[config.mk]
export PLATFORM = sky130hd
export DESIGN_NAME = char_lcd_shadow_buffer_refresh_unit
export DESIGN_NICKNAME = d
export VERILOG_FILES = /design/src/design/lcdsb_pkg.sv /design/src/design/char_lcd_shadow_buffer_refresh_unit.sv /design/src/design/lcdsb_ram.sv
export SDC_FILE = /design/constraint.sdc
export NUM_CORES = 1
export LEC_CHECK = 0
export ABC_AREA = 1
export BUFFER_PORTS_ARGS = -buffer_cell sky130_fd_sc_hd__buf_2
export CORE_MARGIN = 10
export CORE_UTILIZATION = 53
export CTS_CLUSTER_SIZE = 28
export DETAILED_ROUTE_END_ITERATION = 12
export HOLD_SLACK_MARGIN = 0.02
export PLACE_DENSITY_LB_ADDON = 0.1
export SYNTH_ARGS = -nofsm -noshare
export SYNTH_HDL_FRONTEND = slang
export SYNTH_SLANG_ARGS = --single-unit
[constraint.sdc]
create_clock -name clock -period 2.2 [get_ports clock]
set_input_delay 0.22 -clock clock [delete_from_list [all_inputs] [get_ports clock]]
set_output_delay 0.22 -clock clock [all_outputs]
set_load 0.1 [all_outputs]
[src/design/lcdsb_pkg.sv]
package lcdsb_pkg;

   // Store geometry
   localparam int MAX_COLUMNS = 16;
   localparam int LINE_COUNT  = 2;
   localparam int NUM_ENTRIES = LINE_COUNT * MAX_COLUMNS;
   localparam int ADDR_W      = $clog2(NUM_ENTRIES);
   localparam int CNT_W       = $clog2(MAX_COLUMNS + 1);
   localparam int STEP_W      = 4;
   localparam int INIT_STEPS  = 9;

   // Operation codes carried in the request kind
   typedef enum logic [2:0] {
      MODE_INIT        = 3'd0,
      MODE_WRITE       = 3'd1,
      MODE_CLEAR       = 3'd2,
      MODE_REFRESH     = 3'd3,
      MODE_CLEAR_ALL   = 3'd4,
      MODE_CLEAR_SHOW  = 3'd5
   } mode_type;

   // Line select codes
   localparam logic [1:0] SEL_NONE = 2'd0;
   localparam logic [1:0] SEL_ONE  = 2'd1;
   localparam logic [1:0] SEL_TWO  = 2'd2;
   localparam logic [1:0] SEL_BOTH = 2'd3;

   // Configuration register indexes
   localparam logic CSR_COLUMNS = 1'b0;
   localparam logic CSR_SUPPLY  = 1'b1;

   // Panel bytes
   localparam logic [7:0] BLANK_CHAR   = 8'h20;
   localparam logic [7:0] CMD_CLEAR    = 8'h01;
   localparam logic [7:0] CMD_LINE_ONE = 8'h80;
   localparam logic [7:0] CMD_LINE_TWO = 8'hC0;
   localparam logic [7:0] WAIT_CLEAR   = 8'd20;

   // Setup command for one step of the init sequence
   function automatic logic [7:0] init_cmd(input logic [STEP_W-1:0] step, input logic is_5v);
      logic [7:0] v;
      case (step)
         4'd0:    v = 8'h38;
         4'd1:    v = 8'h39;
         4'd2:    v = 8'h14;
         4'd3:    v = is_5v ? 8'h7A : 8'h73;
         4'd4:    v = is_5v ? 8'h50 : 8'h56;
         4'd5:    v = 8'h6C;
         4'd6:    v = 8'h38;
         4'd7:    v = 8'h01;
         4'd8:    v = 8'h0C;
         default: v = 8'h00;
      endcase
      return v;
   endfunction

   // Wait in ms after each init step
   function automatic logic [7:0] init_wait(input logic [STEP_W-1:0] step);
      logic [7:0] w;
      case (step)
         4'd5:    w = 8'd200;
         4'd7:    w = 8'd20;
         default: w = 8'd2;
      endcase
      return w;
   endfunction

endpackage

[src/design/char_lcd_shadow_buffer_refresh_unit.sv]
// Character LCD shadow store and refresh sequencer.
// Requests arrive on req_* (tuser = operation, tdata = line, column,
// character, line select). Each request yields zero or more panel bytes on
// rsp_* (tuser = data flag, tdata = byte and wait time, tlast on the final
// byte of the request). csr_* writes the column count and supply setting.
// Write and clear requests emit nothing. Init emits nine
// command bytes, clear-all one, refresh a cursor byte plus one byte per
// column in use per line; clear-and-refresh up to 35 bytes.
// Bytes leave one per cycle while rsp_tready is high: the sequencer issues a
// store read, the store returns it in the next cycle into a pending stage,
// then the output register. The first byte passes both stages before it is
// presented. The sequencer stays busy while it issues a request's bytes; the
// next request is taken on the cycle after the last byte has been issued,
// while earlier bytes may still wait.
// Reset empties the pipeline and marks every store entry unwritten, so it
// reads as a space; no clearing pass is needed. Columns reset to 16, supply
// to 3.3 V. When rsp_tready is low a held output byte stays, the pending
// stage holds behind it, the sequencer pauses; nothing is lost or repeated.
module char_lcd_shadow_buffer_refresh_unit (
   input  logic        clock,
   input  logic        reset,
   // request channel
   input  logic        req_tvalid,
   output logic        req_tready,
   input  logic [23:0] req_tdata,   // line[0], column[8:1], character[16:9], line_select[18:17]
   input  logic [2:0]  req_tuser,   // mode[2:0]
   // result channel
   output logic        rsp_tvalid,
   input  logic        rsp_tready,
   output logic [15:0] rsp_tdata,   // value[7:0], wait_ms[15:8]
   output logic        rsp_tuser,   // is_data
   output logic        rsp_tlast,
   // configuration
   input  logic        csr_wr_en,
   input  logic        csr_index,
   input  logic [4:0]  csr_wdata
);

   localparam int AW = lcdsb_pkg::ADDR_W;
   localparam int CW = lcdsb_pkg::CNT_W;
   localparam int SW = lcdsb_pkg::STEP_W;
   localparam int NE = lcdsb_pkg::NUM_ENTRIES;

   typedef enum logic [2:0] {
      ST_IDLE,
      ST_INIT,
      ST_CLR,
      ST_CURSOR,
      ST_CHARS
   } state_type;

   // Request fields
   logic       req_line;
   logic [7:0] req_column;
   logic [7:0] req_char;
   logic [1:0] req_sel;
   logic       req_fire;

   assign req_line   = req_tdata[0];
   assign req_column = req_tdata[8:1];
   assign req_char   = req_tdata[16:9];
   assign req_sel    = req_tdata[18:17];

   // Configuration registers
   logic [4:0] columns_ff;
   logic       supply_5v_ff;
   logic [CW-1:0] eff_cols;

   always_ff @(posedge clock) begin
      if (reset) begin
         columns_ff   <= 5'(lcdsb_pkg::MAX_COLUMNS);
         supply_5v_ff <= 1'b0;
      end else if (csr_wr_en) begin
         if (csr_index == lcdsb_pkg::CSR_COLUMNS) begin
            columns_ff <= csr_wdata;
         end else begin
            supply_5v_ff <= csr_wdata[0];
         end
      end
   end

   // Column count clamped to the store width
   assign eff_cols = (32'(columns_ff) > lcdsb_pkg::MAX_COLUMNS) ?
                     CW'(lcdsb_pkg::MAX_COLUMNS) : CW'(columns_ff);

   // Sequencer state
   state_type     state_ff, state_in;
   logic [SW-1:0] step_ff, step_in;
   logic          line_ff, line_in;
   logic          both_ff, both_in;
   logic          then_ff, then_in;
   logic [CW-1:0] col_ff, col_in;
   logic [NE-1:0] valid_ff, valid_in;

   // Pending stage (byte whose store read is in flight)
   logic       pend_valid_ff, pend_valid_in;
   logic       pend_data_ff;
   logic       pend_mem_ff;
   logic       pend_blank_ff;
   logic [7:0] pend_value_ff;
   logic [7:0] pend_wait_ff;
   logic       pend_last_ff;

   // Output register
   logic       out_valid_ff, out_valid_in;
   logic       out_data_ff;
   logic [7:0] out_value_ff;
   logic [7:0] out_wait_ff;
   logic       out_last_ff;

   // Byte produced by the sequencer this cycle
   logic          gen_data;
   logic          gen_mem;
   logic          gen_blank;
   logic [7:0]    gen_value;
   logic [7:0]    gen_wait;
   logic          gen_last;
   logic          more_lines;
   logic          advance;
   logic          move_out;
   logic [AW-1:0] rd_addr;
   logic [7:0]    rd_data;
   logic          wr_en;
   logic [AW-1:0] wr_addr;

   assign req_tready = (state_ff == ST_IDLE);
   assign req_fire   = req_tvalid && req_tready;

   assign move_out = pend_valid_ff && (!out_valid_ff || rsp_tready);
   assign advance  = (state_ff != ST_IDLE) && (!pend_valid_ff || move_out);

   assign more_lines = both_ff && !line_ff;
   assign rd_addr = AW'(AW'(line_ff) * AW'(lcdsb_pkg::MAX_COLUMNS)) + AW'(col_ff);

   // Store write for a character request
   assign wr_en   = req_fire && (req_tuser == lcdsb_pkg::MODE_WRITE) &&
                    (32'(req_line) < lcdsb_pkg::LINE_COUNT) &&
                    (req_column < 8'(eff_cols));
   assign wr_addr = AW'(AW'(req_line) * AW'(lcdsb_pkg::MAX_COLUMNS)) +
                    AW'(req_column[CW-2:0]);

   lcdsb_ram #(
      .WIDTH (8),
      .DEPTH (NE)
   ) u_store (
      .clock   (clock),
      .wr_en   (wr_en),
      .wr_addr (wr_addr),
      .wr_data (req_char),
      .rd_en   (advance && (state_ff == ST_CHARS)),
      .rd_addr (rd_addr),
      .rd_data (rd_data)
   );

   // Byte generation and sequencer next state
   always_comb begin
      state_in  = state_ff;
      step_in   = step_ff;
      line_in   = line_ff;
      both_in   = both_ff;
      then_in   = then_ff;
      col_in    = col_ff;
      gen_data  = 1'b0;
      gen_mem   = 1'b0;
      gen_blank = 1'b0;
      gen_value = 8'h00;
      gen_wait  = 8'h00;
      gen_last  = 1'b0;

      case (state_ff)
         ST_IDLE: begin
            if (req_fire) begin
               line_in = 1'b0;
               both_in = 1'b0;
               col_in  = '0;
               step_in = '0;
               case (req_tuser)
                  lcdsb_pkg::MODE_INIT: begin
                     state_in = ST_INIT;
                  end
                  lcdsb_pkg::MODE_REFRESH: begin
                     if (req_sel == lcdsb_pkg::SEL_ONE) begin
                        state_in = ST_CURSOR;
                     end else if (req_sel == lcdsb_pkg::SEL_TWO) begin
                        if (lcdsb_pkg::LINE_COUNT > 1) begin
                           state_in = ST_CURSOR;
                           line_in  = 1'b1;
                        end
                     end else if (req_sel == lcdsb_pkg::SEL_BOTH) begin
                        state_in = ST_CURSOR;
                        both_in  = (lcdsb_pkg::LINE_COUNT > 1);
                     end
                  end
                  lcdsb_pkg::MODE_CLEAR_ALL: begin
                     state_in = ST_CLR;
                     then_in  = 1'b0;
                  end
                  lcdsb_pkg::MODE_CLEAR_SHOW: begin
                     state_in = ST_CLR;
                     then_in  = 1'b1;
                     both_in  = (lcdsb_pkg::LINE_COUNT > 1);
                  end
                  default: begin
                  end
               endcase
            end
         end
         ST_INIT: begin
            gen_value = lcdsb_pkg::init_cmd(step_ff, supply_5v_ff);
            gen_wait  = lcdsb_pkg::init_wait(step_ff);
            gen_last  = (32'(step_ff) == lcdsb_pkg::INIT_STEPS - 1);
            if (advance) begin
               step_in = step_ff + SW'(1);
               if (gen_last) begin
                  state_in = ST_IDLE;
               end
            end
         end
         ST_CLR: begin
            gen_value = lcdsb_pkg::CMD_CLEAR;
            gen_wait  = lcdsb_pkg::WAIT_CLEAR;
            gen_last  = !then_ff;
            if (advance) begin
               state_in = then_ff ? ST_CURSOR : ST_IDLE;
            end
         end
         ST_CURSOR: begin
            gen_value = line_ff ? lcdsb_pkg::CMD_LINE_TWO : lcdsb_pkg::CMD_LINE_ONE;
            gen_last  = (eff_cols == '0) && !more_lines;
            if (advance) begin
               col_in = '0;
               if (eff_cols != '0) begin
                  state_in = ST_CHARS;
               end else if (more_lines) begin
                  line_in = 1'b1;
               end else begin
                  state_in = ST_IDLE;
               end
            end
         end
         ST_CHARS: begin
            gen_data  = 1'b1;
            gen_mem   = 1'b1;
            gen_blank = !valid_ff[rd_addr];
            gen_last  = ((col_ff + CW'(1)) == eff_cols) && !more_lines;
            if (advance) begin
               col_in = col_ff + CW'(1);
               if ((col_ff + CW'(1)) == eff_cols) begin
                  if (more_lines) begin
                     state_in = ST_CURSOR;
                     line_in  = 1'b1;
                  end else begin
                     state_in = ST_IDLE;
                  end
               end
            end
         end
         default: begin
            state_in = ST_IDLE;
         end
      endcase
   end

   // Written marks: an unmarked entry reads as a space
   always_comb begin
      valid_in = valid_ff;
      if (req_fire) begin
         case (req_tuser)
            lcdsb_pkg::MODE_INIT,
            lcdsb_pkg::MODE_CLEAR_ALL: begin
               valid_in = '0;
            end
            lcdsb_pkg::MODE_CLEAR: begin
               if (req_sel == lcdsb_pkg::SEL_BOTH) begin
                  valid_in = '0;
               end else if (req_sel != lcdsb_pkg::SEL_NONE) begin
                  for (int ln = 0; ln < lcdsb_pkg::LINE_COUNT; ln++) begin
                     for (int c = 0; c < lcdsb_pkg::MAX_COLUMNS; c++) begin
                        if ((ln == int'(req_sel) - 1) && (CW'(c) < eff_cols)) begin
                           valid_in[ln * lcdsb_pkg::MAX_COLUMNS + c] = 1'b0;
                        end
                     end
                  end
               end
            end
            default: begin
            end
         endcase
      end
      if (wr_en) begin
         valid_in[wr_addr] = 1'b1;
      end
   end

   // Stage handshakes
   always_comb begin
      pend_valid_in = pend_valid_ff;
      if (advance) begin
         pend_valid_in = 1'b1;
      end else if (move_out) begin
         pend_valid_in = 1'b0;
      end
      out_valid_in = out_valid_ff;
      if (move_out) begin
         out_valid_in = 1'b1;
      end else if (rsp_tready) begin
         out_valid_in = 1'b0;
      end
   end

   // Control state
   always_ff @(posedge clock) begin
      if (reset) begin
         state_ff      <= ST_IDLE;
         step_ff       <= '0;
         line_ff       <= 1'b0;
         both_ff       <= 1'b0;
         then_ff       <= 1'b0;
         col_ff        <= '0;
         valid_ff      <= '0;
         pend_valid_ff <= 1'b0;
         out_valid_ff  <= 1'b0;
      end else begin
         state_ff      <= state_in;
         step_ff       <= step_in;
         line_ff       <= line_in;
         both_ff       <= both_in;
         then_ff       <= then_in;
         col_ff        <= col_in;
         valid_ff      <= valid_in;
         pend_valid_ff <= pend_valid_in;
         out_valid_ff  <= out_valid_in;
      end
   end

   // Payload of pending and output stages
   always_ff @(posedge clock) begin
      if (advance) begin
         pend_data_ff  <= gen_data;
         pend_mem_ff   <= gen_mem;
         pend_blank_ff <= gen_blank;
         pend_value_ff <= gen_value;
         pend_wait_ff  <= gen_wait;
         pend_last_ff  <= gen_last;
      end
      if (move_out) begin
         out_data_ff  <= pend_data_ff;
         out_value_ff <= !pend_mem_ff   ? pend_value_ff :
                         pend_blank_ff  ? lcdsb_pkg::BLANK_CHAR : rd_data;
         out_wait_ff  <= pend_wait_ff;
         out_last_ff  <= pend_last_ff;
      end
   end

   assign rsp_tvalid = out_valid_ff;
   assign rsp_tdata  = {out_wait_ff, out_value_ff};
   assign rsp_tuser  = out_data_ff;
   assign rsp_tlast  = out_last_ff;

endmodule

[src/design/lcdsb_ram.sv]
module lcdsb_ram #(
   parameter int WIDTH = 8,
   parameter int DEPTH = 32
) (
   input  logic                     clock,
   input  logic                     wr_en,
   input  logic [$clog2(DEPTH)-1:0] wr_addr,
   input  logic [WIDTH-1:0]         wr_data,
   input  logic                     rd_en,
   input  logic [$clog2(DEPTH)-1:0] rd_addr,
   output logic [WIDTH-1:0]         rd_data
);

   logic [WIDTH-1:0] mem [DEPTH];
   logic [WIDTH-1:0] rd_data_ff;

   // Single write port, registered read that holds when not enabled
   always_ff @(posedge clock) begin
      if (wr_en) begin
         mem[wr_addr] <= wr_data;
      end
      if (rd_en) begin
         rd_data_ff <= mem[rd_addr];
      end
   end

   assign rd_data = rd_data_ff;

endmodule
==> impl_metrics.json, run 1 <==
{
  "fillerInstances": 2247,
  "worstReg2RegEnd": "u_store.mem[11][6]",
  "report.final.slew_viol_count": 0,
  "power_frac_comb_pct": 32.8,
  "setup_viol_count_final": 0,
  "grt_pass1_vias": 10500,
  "worst_hold_slack_ns": 0.0283,
  "overflow": 0,
  "synth-async-reset-ratio_pct": 0,
  "cts.clk_slew.worst_paths_ns": 0.07,
  "cts_setup_buffers": 0,
  "synth_cell_types": 46,
  "synthTopCellsByArea": "edfxtp_1 (58%), dfxtp_1 (7.3%), nor2_1 (5.5%)",
  "critPathRequiredTime_ns": 2.40,
  "synth_xor_area_share_pct": 0.283,
  "io_pins": 58,
  "setup_slack_ns": 0.103,
  "yosys.area_share.adder_pct": 0.749,
  "tightest_slew_ns": 0.769,
  "drcViolationCount": 0,
  "routed_wl_um": 40500,
  "dieArea_mm2": 0.0355,
  "yosysWarningCount": 0,
  "yosysMostFrequentCell": "edfxtp_1",
  "pre_cts_ws_ns": 0.0501,
  "ys_dominant_reg_cell": "edfxtp_1",
  "crit_type": "reg -> reg",
  "hold_violations": 0,
  "ant_nets": 0,
  "p_total_mw": 21.2,
  "num_rows": 61,
  "synth-seq-cells": 346,
  "synth_top_family_by_area": "simple AND/OR/NAND/NOR gates",
  "crit_path_end_kind": "register",
  "htreeDepth": 2,
  "syn_inst": 1398,
  "cts_buffers": 37,
  "cts_buffer_depth": 3,
  "gp_congestion": 0.948,
  "port_buffers": 50,
  "hold_start": "rsp_tready",
  "antenna_found_initial": 0,
  "tns_ns": 0,
  "grt_use_total_pct": 21.9,
  "synth_top_cell_area_share_pct": 58.1,
  "cp_max_fo": 8,
  "worstHoldPathType": "in -> reg",
  "reg2reg_from": "columns_ff[4]",
  "grt_first_pass_wirelength_um": 61000,
  "core_mm2": 0.0279,
  "clk_latency_ns": 0.52,
  "seq_area_frac_synth_pct": 65.4,
  "status": "completed",
  "cts_sinks": 346,
  "powerDensity_mw_per_mm2": 1200,
  "muxShareOfSynthArea_pct": 0,
  "rr_worst_depth": 11,
  "leakagePower_nw": 6.38,
  "cp_slowest_cell": "dfxtp_2",
  "final_core_util_pct": 63.1,
  "cp_num_buf_inv": 3,
  "drt_iter0_drc": 1101,
  "antenna_cells": 0,
  "synth_top_cell_by_area": "edfxtp_1",
  "cts_root_buffer": "clkbuf_16",
  "hold_end": "rsp_tvalid",
  "r2r_slack_ns": 0.10,
  "min_period_ns": 2.10,
  "fin_crit_sh_pct": 95.3,
  "switching_power_mw": 7.73,
  "worstHoldPathCells": 4,
  "area_growth_pct": 16.9,
  "cpLargestDelayFamily": "simple AND/OR/NAND/NOR gates",
  "nNetsFinal": 1553,
  "max_stage_delay_ns": 0.34,
  "synth_compound_area_share_pct": 13.0,
  "synth-simple-area-share_pct": 14.9,
  "cp-start-kind": "register",
  "wl_per_cell_um": 21.2,
  "vias": 11100,
  "synth_top_cells_by_count": "edfxtp_1 (291), nor2_1 (219), o21ai_0 (163)",
  "cts_tree": "built",
  "synth_area_mm2": 0.0150,
  "drv_cap": 0,
  "drive_above_1_share_pct": 17.3,
  "power_frac_seq_pct": 37.3,
  "die_y_um": 188,
  "synth_edf_count": 291,
  "drtPass1Iterations": 5,
  "hpwl_um": 26400,
  "path_cells": "inv_2 > nand2_1 > ha_1 > o21ai_1 > nand2_1 > nand3_1 > nand2_2 > nand3b_4 > clkbuf_16 > nand3_1 > inv_2",
  "internal_power_mw": 13.4,
  "avgSynthCellArea_um2": 10.8,
  "start_util_pct": 54.0,
  "grt_max_degree": 53,
  "clock.fmax_ghz": 0.477,
  "pwr-share-clk_pct": 29.8,
  "die_x_um": 188,
  "clock_skew_ns": 0.0169,
  "via_per_inst": 5.82,
  "arrival_ns": 2.30,
  "vdd_drop_max_mv": 0.719,
  "maxSlewHeadroom_pct": 48.7,
  "p_sw_share_pct": 36.5
}
==> final cells by class <==
cell class                 count  area, µm²  share of cell area [%]
clock inverter                21        213                    1.21
clock buffer                  47       1030                    5.84
sequential                   346       9850                    56.0
tap                          378        473                    2.69
timing repair buffer         145       1180                    6.73
inverter                     107        422                    2.40
multi-input combinational    869       4410                    25.1
==> worst min-delay path: cells and delay by family <==
kind | cells | cell delay [ns]
buffers and inverters | 1 | 0.08
AND/OR/NAND/NOR | 3 | 0.20
==> registers in the layout (all words and copies together) (netlist names), 3 cells and up <==
register / cells
u_store.mem: 256
valid_ff: 32
out_value_ff: 8
pend_value_ff: 8
u_store.rd_data: 8
col_ff: 5
columns_ff: 5
step_ff: 4
out_wait_ff: 3
pend_wait_ff: 3
state_ff: 3
==> metal layers <==
layer  GRT usage, %  wire length [µm]
met1           29.8             17000
met3           3.56              3380
met5              0                 0
met4           8.30              1460
met2           34.7             18700
==> how the worst max path moves through the flow <==
| stage | from | endpoint | depth (start not counted) |
|---|---|---|---|
| 2_1_floorplan | rsp_tvalid | col_ff[3] | 10 |
| 3_3_place_gp | columns_ff[3] | u_store.mem[13][4] | 10 |
| 3_5_place_dp | columns_ff[3] | u_store.mem[13][6] | 10 |
| 4_1_cts | columns_ff[3] | u_store.mem[7][6] | 10 |
| 5_1_grt | columns_ff[4] | u_store.mem[16][2] | 11 |
| 6_report | columns_ff[4] | u_store.mem[11][6] | 11 |
==> through the flow <==
| step | cells | area, µm² |
|---|---|---|
| floorplan | 1399 | 15000 |
| global placement | 1835 | 16100 |
| detailed placement | 1835 | 16100 |
| CTS | 1910 | 17500 |
| global route | 1913 | 17600 |
| finish | 1913 | 17600 |
==> layout by cell type (no fill, tap or decap), types with 9 or more instances in the layout <==
cell type	count
o22ai_1	13
buf_2	50
dfxtp_1	51
edfxtp_1	291
inv_1	64
buf_4	72
nor3_1	17
clkbuf_16	41
nand2_1	153
o21ai_1	9
o21ai_0	163
a21oi_1	65
inv_2	32
nand3_1	112
o221ai_1	52
nor2_1	218
buf_12	13
clkinv_1	10
==> kinds of logic after synthesis <==
family | Yosys count
buffers and inverters | 184
XOR/XNOR | 4
adder cells (fa/ha/maj) | 9
AO/OA/AOI/OAI | 328
AND/OR/NAND/NOR | 526
flip-flops | 346
other | 1
==> power groups by stage <==
stage          Clock, mW  Combinational (mW)  Sequential (mW)
6_report            6.32                6.95             7.89
5_1_grt             6.67                7.51             7.93
4_1_cts             6.37                6.84             7.90
3_5_place_dp           0                6.82             8.04
3_3_place_gp           0                6.74             8.03
2_1_floorplan          0                4.07             8.66
==> repair_timing <==
action | CTS | global route
endpoints found under the hold margin | 6 | 0
hold buffers | 7 | 0
resized for setup | 0 | 36
endpoints found under the setup margin | 0 | 256
No activity file was read; power rests on OpenSTA's default activity.
==> run 2, diff against run 1 <==
--- a/config.mk
+++ b/config.mk
@@ -6,13 +6,14 @@
 export NUM_CORES = 1
 export LEC_CHECK = 0
 export ABC_AREA = 1
-export BUFFER_PORTS_ARGS = -buffer_cell sky130_fd_sc_hd__buf_2
 export CORE_MARGIN = 10
 export CORE_UTILIZATION = 53
 export CTS_CLUSTER_SIZE = 28
 export DETAILED_ROUTE_END_ITERATION = 12
+export DONT_BUFFER_PORTS = 1
 export HOLD_SLACK_MARGIN = 0.02
 export PLACE_DENSITY_LB_ADDON = 0.1
 export SYNTH_ARGS = -nofsm -noshare
 export SYNTH_HDL_FRONTEND = slang
+export SYNTH_HIERARCHICAL = 1
 export SYNTH_SLANG_ARGS = --single-unit
==> impl_metrics.json, run 2 <==
{
  "status": "finished, violations left",
  "violations": "setup timing",
  "cts_sinks": 346,
  "max_stage_delay_ns": 0.34,
  "fin_crit_sh_pct": 104,
  "dpl_cell_area_mm2": 0.0164,
  "port_buffers": 0,
  "yosysMostFrequentCell": "nand2_1",
  "antenna_found_initial": 0,
  "grt_first_pass_wirelength_um": 62200,
  "top_register": "u_store/mem",
  "synth-seq-cells": 346,
  "cpMostUsedCell": "nand2_1",
  "cp_max_fo": 8,
  "reg2reg_from": "columns_ff[3]",
  "synth_top_cell_area_share_pct": 56.0,
  "vdd_drop_max_mv": 0.623,
  "crit_path_end_kind": "register",
  "cp-start-kind": "register",
  "seq_area_frac_synth_pct": 63.0,
  "worstHoldPathType": "in -> reg",
  "clock.fmax_ghz": 0.437,
  "wl_per_cell_um": 19.1,
  "final_cell_mix": "nand2_1 (496), nand3_1 (297), edfxtp_1 (291), nor2_1 (76), inv_1 (70)",
  "synth-async-reset-ratio_pct": 0,
  "antenna_cells": 0,
  "tightest_slew_ns": 0.650,
  "area_growth_pct": 17.9,
  "drt_iter0_drc": 1327,
  "hpwl_um": 24900,
  "hold_start": "req_tdata[14]",
  "p_sw_share_pct": 33.9,
  "min_period_ns": 2.29,
  "grt_max_degree": 65,
  "grt_use_total_pct": 21.7,
  "synth_edf_count": 291,
  "largest_reg_flops": 256,
  "die_x_um": 192,
  "fin_area_mm2": 0.0184,
  "routed_wl_um": 39900,
  "drive_above_1_share_pct": 13.6,
  "synth_cell_types": 38,
  "path_cells": "nor2_2 > nand2_1 > nand2_2 > nand2_4 > ha_4 > nand2_1 > inv_1 > nand2_1 > nand2_2 > nand2_4 > and3_4 > nand3_4 > buf_12 > nor2_4",
  "drtPass1Iterations": 5,
  "report.final.slew_viol_count": 0,
  "core_mm2": 0.0289,
  "final_core_util_pct": 63.8,
  "gp_congestion": 0.906,
  "hold_violations": 0,
  "dieArea_mm2": 0.0367,
  "cts_buffers": 37,
  "ys_dominant_reg_cell": "edfxtp_1",
  "overflow": 0,
  "leakagePower_nw": 6.87,
  "clk_latency_ns": 0.52,
  "num_rows": 62,
  "setup_viol_count_final": 256,
  "switching_power_mw": 6.51,
  "powerDensity_mw_per_mm2": 1040,
  "cts_root_buffer": "clkbuf_16",
  "arrival_ns": 2.49,
  "final_common_cell": "nand2_1",
  "yosysWarningCount": 6,
  "rsz0062_at_grt": "true",
  "drcViolationCount": 0,
  "avgSynthCellArea_um2": 9.84,
  "critPathRequiredTime_ns": 2.40,
  "setup_slack_ns": -0.0899,
  "synth_top_cells_by_count": "nand2_1 (498), nand3_1 (302), edfxtp_1 (291)",
  "start_util_pct": 54.1,
  "clock_skew_ns": 0.0146,
  "vias": 11700,
  "htreeDepth": 2,
  "worstSetupStartpoint": "columns_ff[3]",
  "pre_cts_ws_ns": -0.146,
  "io_pins": 58,
  "nNetsFinal": 1718,
  "crit_type": "reg -> reg",
  "pwr-share-clk_pct": 31.2,
  "die_y_um": 192,
  "cts.clk_slew.worst_paths_ns": 0.06,
  "grt_pass1_vias": 11200,
  "ant_nets": 0,
  "synthTopCellsByArea": "edfxtp_1 (56%), nand2_1 (12%), nand3_1 (9.7%)",
  "cp_slowest_cell": "dfxtp_2",
  "power_frac_seq_pct": 40.8,
  "cts_tree": "built",
  "cts_buffer_depth": 3,
  "syn_inst": 1587,
  "synth_top_cell_by_area": "edfxtp_1",
  "drv_cap": 0,
  "internal_power_mw": 12.7,
  "power_frac_comb_pct": 27.9,
  "via_per_inst": 5.61,
  "synth_area_mm2": 0.0156,
  "maxSlewHeadroom_pct": 56.7,
  "reg_top3": "u_store/mem: 256 flops, valid_ff: 32 flops"
}
==> run 2: worst max-delay path, delay by kind of cell (launching register included) <==
| family | cells | cell delay (ns) |
|---|---|---|
| AND/OR/NAND/NOR | 11 | 1.22 |
| flip-flops | 1 | 0.34 |
| adder cells (fa/ha/maj) | 1 | 0.20 |
| buffers and inverters | 2 | 0.20 |
==> run 2: kinds of logic after synthesis <==
family / after synthesis / synth area share, %
flops: 346 / 63.0
xor+xnor: 3 / 0.168
buf+inv: 161 / 5.80
simple gates: 942 / 25.8
compound gates: 125 / 4.46
fa+ha+maj: 9 / 0.721
other cells: 1 / 0.0240
==> run 2: power by group through the flow <==
stage	Combinational, mW	Sequential (mW)	Clock [mW]
after detailed placement	5.10	7.98	0
final	5.36	7.84	6.00
after global placement	5.06	7.97	0
after global routing	5.90	7.87	6.36
after floorplan	3.43	8.45	0
after CTS	5.32	7.84	6.11
==> run 2: cell type report <==
cell class | instances | area (µm²)
well taps | 384 | 480
inverters | 83 | 313
multi-input cells | 1081 | 5230
clock buffers | 49 | 1030
clock inverters | 19 | 145
repair buffers | 122 | 1350
flip-flops and latches | 346 | 9850
fillers | 2303 | 10500
==> run 2: worst paths after layout <==
| path | endpoint | slack, ns | cells after the start |
|---|---|---|---|
| worst min-delay path | u_store/mem[16][5] | 0.04 | 1 |
| worst min register to register | out_wait_ff[4] | 0.42 | 0 |
| worst max-delay path | u_store/mem[3][2] | -0.09 | 14 |
| worst max register to register | u_store/mem[3][2] | -0.09 | 14 |
==> run 2: stage by stage <==
step	hold slack [ns]	total power, mW	setup TNS [ns]	instances
finish	0.0420	19.2	-12.29	2084
global route	0.0318	20.1	-39.86	2084
CTS	0.0204	19.3	-7.39	2082
detailed placement	0.292	13.1	-22.65	1985
global placement	0.287	13.0	-15.47	1985
floorplan	0.319	11.9	-72.89	1588
==> run 2: repair_timing <==
action                     in CTS  in global routing
resized for setup              60                 46
setup endpoints to repair     256                256
hold endpoints to repair      305                  0
buffers inserted                2                  2
pin swaps                      17                 14
hold buffers                   27                  0
==> run 2: routing by layer <==
layer  up-vias  wire length [µm]  global-route usage (%)
met5         -                 0                       0
met4         0              1140                    6.70
met3        81              3100                    3.32
met2       476             18400                    33.9
met1      5514             17300                    30.7
li1       5617                 -                       -
==> run 3, diff against run 2 <==
--- a/config.mk
+++ b/config.mk
@@ -13,6 +13,7 @@
 export DONT_BUFFER_PORTS = 1
 export HOLD_SLACK_MARGIN = 0.02
 export PLACE_DENSITY_LB_ADDON = 0.1
+export SKIP_CTS_REPAIR_TIMING = 1
 export SYNTH_ARGS = -nofsm -noshare
 export SYNTH_HDL_FRONTEND = slang
 export SYNTH_HIERARCHICAL = 1
==> impl_metrics.json, run 3 (synthesis gave the netlist of run 2 again) <==
{
  "status": "finished, violations left",
  "violations": "setup timing",
  "worstHoldPathCells": 3,
  "io_pins": 58,
  "die_y_um": 192,
  "drcViolationCount": 0,
  "core_mm2": 0.0289,
  "rsz0062_at_grt": "true",
  "fin_crit_sh_pct": 105,
  "powerDensity_mw_per_mm2": 1060,
  "final_common_cell": "nand2_1",
  "drt_iter0_drc": 1173,
  "top_register": "u_store/mem",
  "dieArea_mm2": 0.0367,
  "grt_max_degree": 65,
  "placed_cells": 1985,
  "overflow": 0,
  "drive_above_1_share_pct": 12.8,
  "wl_met1_um": 17700,
  "cts_buffers": 37,
  "die_x_um": 192,
  "cts_tree": "built",
  "maxSlewHeadroom_pct": 55.8,
  "drv_cap": 0,
  "area_growth_pct": 16.0,
  "crit_path_end_kind": "register",
  "antenna_found_initial": 0,
  "leakagePower_nw": 6.81,
  "via_per_inst": 5.58,
  "clk_latency_ns": 0.52,
  "start_util_pct": 54.1,
  "tightest_slew_ns": 0.663,
  "r2r_slack_ns": -0.10,
  "hold_end": "pend_valid_ff",
  "hold_start": "rsp_tready",
  "vias": 11600,
  "arrival_ns": 2.52,
  "fin_cells": 2078,
  "crit_type": "reg -> reg",
  "vdd_drop_max_mv": 0.630,
  "wl_per_cell_um": 19.0,
  "port_buffers": 0,
  "min_period_ns": 2.30,
  "num_rows": 62,
  "hpwl_um": 24900,
  "antenna_cells": 0,
  "final_core_util_pct": 62.7,
  "rr_worst_depth": 15,
  "cp-start-kind": "register",
  "largest_reg_flops": 256,
  "clock_skew_ns": 0.0111,
  "met2_length_um": 17900,
  "ant_nets": 0,
  "cts_sinks": 346,
  "wl_met3_um": 2800,
  "report.final.slew_viol_count": 0,
  "hold_violations": 0,
  "routed_wl_um": 39400,
  "drtPass1Iterations": 7,
  "worstSetupStartpoint": "columns_ff[3]",
  "critPathRequiredTime_ns": 2.42,
  "htreeDepth": 2,
  "cts_root_buffer": "clkbuf_16",
  "reg2reg_from": "columns_ff[3]",
  "reg_top3": "u_store/mem: 256 flops, valid_ff: 32 flops",
  "cp_max_fo": 8,
  "worstReg2RegEnd": "u_store/mem[10][0]",
  "cts.clk_slew.worst_paths_ns": 0.06,
  "grt_pass1_vias": 10900,
  "clock.fmax_ghz": 0.435,
  "worstHoldPathType": "in -> reg",
  "setup_slack_ns": -0.101,
  "nNetsFinal": 1712,
  "grt_use_total_pct": 21.2,
  "final_cell_mix": "nand2_1 (494), nand3_1 (297), edfxtp_1 (291), nor2_1 (93), buf_4 (71)",
  "gp_congestion": 0.906,
  "highest_layer": "met4",
  "setup_viol_count_final": 256,
  "cts_buffer_depth": 3,
  "grt_first_pass_wirelength_um": 60700
}
==> run 3: metrics by stage <==
step           cell area (µm²)  setup TNS [ns]  setup WS (ns)  power, mW  hold WS, ns
3_5_place_dp             16400          -22.65         -0.146       13.1        0.292
3_3_place_gp             16400          -15.47         -0.113       13.0        0.287
5_1_grt                  18100          -38.74         -0.196       20.1       0.0218
2_1_floorplan            15700          -72.89         -0.352       11.9        0.319
6_report                 18100          -15.99         -0.101       19.2      0.00388
4_1_cts                  17600          -25.57         -0.158       19.1       -0.254
==> run 3: power by group <==
group          internal [mW]  switching (mW)
sequential              7.62           0.216
combinational           1.51            3.82
clock                   3.55            2.46
==> run 3: final cells by class <==
class / count / area [µm²]
inverters: 83 / 313
clock inverters: 19 / 145
flip-flops and latches: 346 / 9850
clock buffers: 49 / 1030
multi-input cells: 1081 / 5080
repair buffers: 116 / 1200
well taps: 384 / 480
fillers: 2349 / 10800
==> run 3: how the worst max path moves through the flow <==
stage | end | slack (ns) | cells past startpoint
6_report | u_store/mem[10][0] | -0.10 | 15
3_5_place_dp | u_store/mem[14][4] | -0.15 | 15
3_3_place_gp | u_store/mem[17][0] | -0.11 | 15
2_1_floorplan | u_store/mem[14][0] | -0.35 | 15
4_1_cts | u_store/mem[14][1] | -0.16 | 15
5_1_grt | u_store/mem[11][6] | -0.20 | 14
==> run 3: layer usage <==
| metal | up-vias | GRT usage [%] |
|---|---|---|
| met4 | 0 | 6.73 |
| met3 | 75 | 3.16 |
| met1 | 5456 | 30.4 |
| met5 | - | 0 |
| met2 | 459 | 32.6 |
| li1 | 5606 | - |
==> run 3: critical path: stages, from the launching register on <==
cell and delay (ns):
dfxtp_2 0.33, nor2_2 0.12, nand2_1 0.09, nand2_2 0.09, nand2_4 0.07, ha_4 0.21
nand2_2 0.05, inv_2 0.03, nand2_2 0.04, nand2_2 0.06, nand2_4 0.06, and3_4 0.29
nand3_4 0.11, buf_6 0.15, nor2_1 0.10, buf_4 0.20
